==> config.mk <==
export PLATFORM = sky130hd
export DESIGN_NAME = cdfis_ctrl
export DESIGN_NICKNAME = d
export VERILOG_FILES = /design/src/rtl/cdfis_pkg.sv /design/src/rtl/cdfis_ctrl.sv
export SDC_FILE = /design/constraint.sdc
export NUM_CORES = 1
export LEC_CHECK = 0
export BUFFER_PORTS_ARGS = -buffer_cell sky130_fd_sc_hd__buf_2
export CAP_MARGIN = 10
export CORE_MARGIN = 5
export CORE_UTILIZATION = 51
export DETAILED_ROUTE_END_ITERATION = 7
export PLACE_DENSITY = 0.88
export SKIP_LAST_GASP = 1
export SLEW_MARGIN = 30
export SYNTH_ARGS = -nofsm -noshare
export SYNTH_HDL_FRONTEND = slang
export SYNTH_SLANG_ARGS = --single-unit
==> constraint.sdc <==
create_clock -name clk -period 5.5 [get_ports clk]
set_input_delay 1.1 -clock clk [delete_from_list [all_inputs] [get_ports clk]]
set_output_delay 1.1 -clock clk [all_outputs]
set_load 0.02 [all_outputs]
==> src/rtl/cdfis_pkg.sv <==
`default_nettype none

package cdfis_pkg;

	localparam int TABLE_DEPTH = 1024;
	localparam int IDX_W       = $clog2(TABLE_DEPTH);
	localparam int CNT_W       = 11;
	localparam int PROB_W      = 32;
	localparam int VAL_W       = 32;
	localparam int MAG_W       = 31;

	localparam logic [CNT_W-1:0] COUNT_RESET = CNT_W'(1024);

	typedef enum logic {
		ACT_LOAD   = 1'b0,
		ACT_SAMPLE = 1'b1
	} action_t;

	typedef enum logic [1:0] {
		ST_IDLE,
		ST_STEP,
		ST_CMP,
		ST_RESULT
	} state_t;

	typedef struct packed {
		action_t                   action;
		logic [IDX_W-1:0]          entry_index;
		logic [PROB_W-1:0]         cumulative_prob;
		logic signed [VAL_W-1:0]   sample_value;
		logic [PROB_W-1:0]         uniform_draw;
	} req_t;

	typedef struct packed {
		logic [IDX_W-1:0] found_index;
		logic [MAG_W-1:0] sample_magnitude;
	} rsp_t;

	typedef struct packed {
		logic              we;
		logic [IDX_W-1:0]  waddr;
		logic [PROB_W-1:0] wcdf;
		logic [VAL_W-1:0]  wval;
		logic              re;
		logic [IDX_W-1:0]  raddr;
	} mem_req_t;

	typedef struct packed {
		logic [PROB_W-1:0] cdf;
		logic [VAL_W-1:0]  val;
	} mem_rd_t;

endpackage

`default_nettype wire

==> src/rtl/cdfis_ctrl.sv <==
`default_nettype none

module cdfis_ctrl
	import cdfis_pkg::*;
(
	input  wire logic             clk,
	input  wire logic             arst_n,
	input  wire logic [IDX_W-1:0] last_index,
	input  wire logic             req_valid,
	output logic                  req_stall,
	input  req_t                  req,
	output logic                  rsp_valid,
	input  wire logic             rsp_stall,
	output rsp_t                  rsp,
	output mem_req_t              mreq,
	input  mem_rd_t               rd
);

	state_t            state_q;
	state_t            state_nxt;
	logic [IDX_W-1:0]  lo_q;
	logic [IDX_W-1:0]  hi_q;
	logic [IDX_W-1:0]  found_q;
	logic [PROB_W-1:0] draw_q;
	logic              rsp_valid_q;
	rsp_t              rsp_q;
	logic [IDX_W:0]    mid_sum;
	logic [IDX_W-1:0]  mid;
	logic [IDX_W-1:0]  span;
	logic              narrow;
	logic              take_sample;
	logic              rsp_free;
	logic [MAG_W-1:0]  mag;

	assign mid_sum     = {1'b0, lo_q} + {1'b0, hi_q};
	assign mid         = mid_sum[IDX_W:1];
	assign span        = hi_q - lo_q;
	assign narrow      = (span == '0) || (span == IDX_W'(1));
	assign take_sample = req_valid && (req.action == ACT_SAMPLE);
	assign rsp_free    = !rsp_valid_q || !rsp_stall;

	always_comb begin
		if (rd.val == {1'b1, {(VAL_W-1){1'b0}}}) begin
			mag = '1;
		end else if (rd.val[VAL_W-1]) begin
			mag = MAG_W'(~rd.val + VAL_W'(1));
		end else begin
			mag = rd.val[MAG_W-1:0];
		end
	end

	always_comb begin
		state_nxt = state_q;
		case (state_q)
			ST_IDLE: begin
				if (take_sample) state_nxt = ST_STEP;
			end
			ST_STEP: begin
				state_nxt = narrow ? ST_RESULT : ST_CMP;
			end
			ST_CMP: begin
				state_nxt = (rd.cdf == draw_q) ? ST_RESULT : ST_STEP;
			end
			ST_RESULT: begin
				if (rsp_free) state_nxt = ST_IDLE;
			end
			default: state_nxt = ST_IDLE;
		endcase
	end

	always_comb begin
		req_stall  = (state_q != ST_IDLE);
		mreq.we    = (state_q == ST_IDLE) && req_valid && (req.action == ACT_LOAD);
		mreq.waddr = req.entry_index;
		mreq.wcdf  = req.cumulative_prob;
		mreq.wval  = req.sample_value;
		mreq.re    = (state_q == ST_STEP);
		mreq.raddr = narrow ? hi_q : mid;
	end

	always_ff @(posedge clk or negedge arst_n) begin
		if (!arst_n) begin
			state_q     <= ST_IDLE;
			rsp_valid_q <= 1'b0;
		end else begin
			state_q <= state_nxt;
			if ((state_q == ST_RESULT) && rsp_free) begin
				rsp_valid_q <= 1'b1;
			end else if (!rsp_stall) begin
				rsp_valid_q <= 1'b0;
			end
		end
	end

	always_ff @(posedge clk) begin
		case (state_q)
			ST_IDLE: begin
				if (take_sample) begin
					lo_q   <= '0;
					hi_q   <= last_index;
					draw_q <= req.uniform_draw;
				end
			end
			ST_STEP: begin
				found_q <= narrow ? hi_q : mid;
			end
			ST_CMP: begin
				// narrow toward the probed entry
				if (draw_q < rd.cdf) begin
					hi_q <= found_q;
				end else if (draw_q > rd.cdf) begin
					lo_q <= found_q;
				end
			end
			ST_RESULT: begin
				if (rsp_free) begin
					rsp_q.found_index      <= found_q;
					rsp_q.sample_magnitude <= mag;
				end
			end
			default: begin
			end
		endcase
	end

	assign rsp_valid = rsp_valid_q;
	assign rsp       = rsp_q;

endmodule

`default_nettype wire

Word-level counts from Yosys, hierarchy flattened
Cells that the tools add are included.

Bits in registers: 106. Output and inout port bits: 129.

Order comparisons: 2. Bitwise logic cells: 2. $add $sub $neg: 3. Reductions and logical operators: 17. Muxes and demuxes: 16. Equal/unequal tests: 12.

Operators with widths (number): 10-bit two-way mux (6); 10-bit case mux with 2 select lines (2); 32-bit equality test (1); 32-bit equality test (second input constant) (1); 32-bit greater-than comparator (1); 32-bit < comparator (1); 31-bit by 1-bit adder with 31-bit output (second input constant) (1); 31-bit two-way mux (1); 31-bit NOT (1); 10-bit by 10-bit adder with 11-bit output (1); 10-bit by 1-bit equality test with 1-bit output (second input constant) (1); 10-bit logical NOT (1); 2-bit != test (second input constant) (5); 10-bit subtractor (1); 2-bit case mux with 4 select lines (1); 2-bit two-way mux (3); 2-bit AND reduction (3); 2-bit equality test (second input constant) (2); 1-bit logical AND (4); 4-bit AND reduction (1); 2-bit nonzero test (2); 1-bit two-way mux (3); 3-bit AND reduction (1); 2-bit by 1-bit equality test with 1-bit output (second input constant) (1); other kinds (5) (7).

Longest topological paths before layout
Word-level depth: 5. Gate-level depth with buffers: 11. Gate-level depth less buffers: 10.

Worst setup path before layout
OpenSTA, ideal clock, no wires.

Path type: input-to-reg. Start point: input port rsp_stall. End point: register rsp_q (netlist bit rsp[0]), enable pin. Library setup time: 457 ps. Arrival time: 3203 ps. Buffers on the path: 0. Slack: 1841 ps. Data required time: 5043 ps. Stages on the path: 1. Cells stage by stage: a21oi_1.

Longest elaborated chain between the ends: 3.

Ends and longest elaborated chain: from (decl) (line cdfis_ctrl.sv:13) `input wire logic rsp_stall,`; 1-bit logical NOT; 1-bit logical OR (line cdfis_ctrl.sv:40) `assign rsp_free = !rsp_valid_q || !rsp_stall;`; 2-bit AND reduction (no line); to (decl) (line cdfis_ctrl.sv:26) `rsp_t rsp_q;`.

No other way between the ends. A chain may end at the register's enable or synchronous reset.

==> results.sh <==
export IMPL_synth_top_flop_cell="edfxtp_1"
export IMPL_cp_slowest_cell="nand4_1"
export IMPL_period_share_pct=87.5
export IMPL_wl_met3_um=1210
export IMPL_io_pins=314
export IMPL_topRoutingLayerUsed="met5"
export IMPL_max_cap_violations=0
export IMPL_endpoint_kind="primary output"
export IMPL_power_density_nw_per_um2=477
export IMPL_cts_buffer_depth=2
export IMPL_num_vias=4590
export IMPL_cpPeakStageDelay_ps=630
export IMPL_wl_met2_um=7130
export IMPL_synth_most_common_cell="edfxtp_1"
export IMPL_postRouteWirelength_um=14400
export IMPL_cts_hold_buffers=0
export IMPL_yosysTopAreaCell="edfxtp_1"
export IMPL_multi_input_area_um2=2690
export IMPL_timing_fmax_mhz=208
export IMPL_start_util_pct=52.5
export IMPL_crit_fanout=11
export IMPL_die_h_um=124
export IMPL_yosys_warnings=0
export IMPL_final_nets=925
export IMPL_status="complete, no violations"
export IMPL_drc=0
export IMPL_synth_edf_count=103
export IMPL_min_path_cells=0
export IMPL_synth_area_um2=6680
export IMPL_yosys_register_bits=106
export IMPL_postCtsSetupBuffers=0
export IMPL_layout_min_cycle_time_ps=4810
export IMPL_synth_fp_nets=832
export IMPL_power_leakage_nw=3.31
export IMPL_h_tree_depth=3
export IMPL_fill_cells=1121
export IMPL_grt_ovfl_total=0
export IMPL_syn_to_final_growth_pct=11.5
export IMPL_wl_per_cell_um=16.7
export IMPL_synth_async_sr_flop_share_pct=2.83
export IMPL_portBuffers=165
export IMPL_diodes=0
export IMPL_cts_resized=0
export IMPL_path_cells="ha_1 -> fa_1 -> nand2b_1 -> a21oi_1 -> nor2b_1 -> xnor2_1 -> nor4_1 -> nand4_1 -> mux2_1 -> buf_2"
export IMPL_drtIter0Drc=228
export IMPL_core_area_um2=12700
export IMPL_root_buffer="clkbuf_16"
export IMPL_numCtsBuffers=9
export IMPL_synth_common_cells="edfxtp_1 (103), buf_4 (74), inv_1 (53)"
export IMPL_cts_tree="yes"
export IMPL_hpwl_um=11300
export IMPL_worstSetupStartpointType="register"
export IMPL_critPathBufInv=1
export IMPL_synth_top_area_share_pct=46.3
export IMPL_skew_ps=12.0
export IMPL_worstSetupPathType="register to primary output"
export IMPL_yosys_top_cells_area="edfxtp_1 (46%), ha_1 (9.7%), buf_4 (8.3%)"
export IMPL_grt_pass1_wl_um=23200
export IMPL_grt_pass1_vias=4744
export IMPL_yosysUniqueCellTypes=60
export IMPL_setup_viol=0
export IMPL_crit_required_ps=4400
export IMPL_rsz0062_at_grt="false"
export IMPL_clkTransAtPathRegs_ps=70
export IMPL_die_area_um2=15500
export IMPL_cp_arrival_ps=3710
export IMPL_seq_area_frac_synth_pct=47.4
export IMPL_tightest_slew_ps=733
export IMPL_crit_cells=10
export IMPL_critPathTopFamily="simple AND/OR/NAND/NOR gates"
export IMPL_fin_setup_tns_ps=0
export IMPL_gr_usage_all_layers_pct=18.4
export IMPL_final_max_slew_viol_count=0
export IMPL_dr_pass1_iters=4
export IMPL_antenna_found_initial=0
export IMPL_gp_congestion=0.858
export IMPL_rows=41
export IMPL_hold_viol_final=0
export IMPL_layout_setup_ws_ps=689
export IMPL_vias_per_cell=5.32
export IMPL_post_place_ws_ps=1050
export IMPL_die_width_um=124
export IMPL_wl_met1_um=5740
export IMPL_power_mw=3.55
export IMPL_rr_worst_depth=9
export IMPL_grt_max_degree=44
export IMPL_hp_class="register to register"
export IMPL_clk_latency_ps=350
export IMPL_ir_worst_vdd_mv=0.213
export IMPL_regArea_um2=3170
export IMPL_relSlewSlack_pct=51.0
export IMPL_layout_drive_gt1_share_pct=31.7
export IMPL_avgSynthCellArea_um2=11.3
export IMPL_synth_cells=593
export IMPL_clock_sinks=106
export IMPL_drtAntennaViolNets=0
## layer usage
layer	vias to the layer above	GRT usage [%]
met5	-	1.63
met4	2	6.51
met3	37	7.50
met2	180	31.0
met1	2159	21.1
li1	2212	-
## metrics by stage
stage	utilization (%)	hold WS (ps)	instance area (µm²)	std cells
after floorplan	-	435	6680	593
after global placement	56.1	451	7140	847
after detailed placement	56.1	469	7140	847
after CTS	58.5	493	7450	863
after global routing	58.5	511	7450	863
final	58.5	490	7450	863
## flip-flops by register name, indices dropped and copies added, names as in the netlist
name       flops
lo_q          10
rsp           41
draw_q        32
hi_q          10
found_q       10
state_q        2
rsp_valid      1
## cell families (layout without fill, tap and decap cells)
group	Yosys count	count (layout)	share of synthesized area, %
AOI/OAI and AO/OA	84	84	8.49
xor gates and xnor gates	41	41	5.38
adders and majority gates	54	54	10.3
buffers and inverters	141	239	12.5
DFF	106	106	47.4
muxes	21	21	3.49
and+or+nand+nor	146	146	12.4
## layout by cell type (no fill, tap or decap), drive strengths merged, types with 3 or more instances in the layout
| cell type | instances |
|---|---|
| or3 | 8 |
| xor2 | 30 |
| or4 | 3 |
| o211ai | 3 |
| o41ai | 4 |
| nand3b | 3 |
| nand2 | 49 |
| nor2b | 9 |
| o21a | 7 |
| mux2 | 18 |
| nor3b | 3 |
| dfrtp | 3 |
| a21o | 7 |
| a211oi | 3 |
| clkbuf | 9 |
| nand4 | 12 |
| nand3 | 7 |
| nor3 | 6 |
| and2 | 10 |
| nor4 | 4 |
| buf | 170 |
| mux2i | 3 |
| inv | 57 |
| o21ai | 16 |
| nor2 | 20 |
| o31ai | 10 |
| ha | 52 |
| xnor2 | 11 |
| a21oi | 23 |
| edfxtp | 103 |
| nand2b | 6 |
## area by class of cell
| cell class | instances | area share, % |
|---|---|---|
| inverter | 53 | 2.67 |
| clock buffer | 9 | 3.02 |
| clock inverter | 7 | 1.13 |
| sequential | 106 | 42.5 |
| timing repair buffer | 170 | 11.6 |
| multi-input combinational | 346 | 36.1 |
| tap | 172 | 2.89 |
## path summary, 6_finish.rpt
check	start	endpoint	slack [ps]
worst max-delay path	lo_q[0]	mreq[2]	690
worst min-delay path	found_q[8]	rsp[39]	490
worst max register to register	lo_q[0]	found_q[2]	2040
worst min register to register	found_q[8]	rsp[39]	490
max in group asynchronous	arst_n	state_q[0]	4870
min in group asynchronous	arst_n	state_q[1]	530
## report_power, final
group | switching [mW] | total (mW) | internal (mW) | leakage (nW)
Combinational | 0.963 | 1.57 | 0.602 | 2.17
Clock | 0.303 | 0.665 | 0.362 | 0.149
Sequential | 0.110 | 1.32 | 1.21 | 0.991
Total | 1.38 | 3.55 | 2.18 | 3.31
Note: power is estimated with default switching activity, not from simulation.
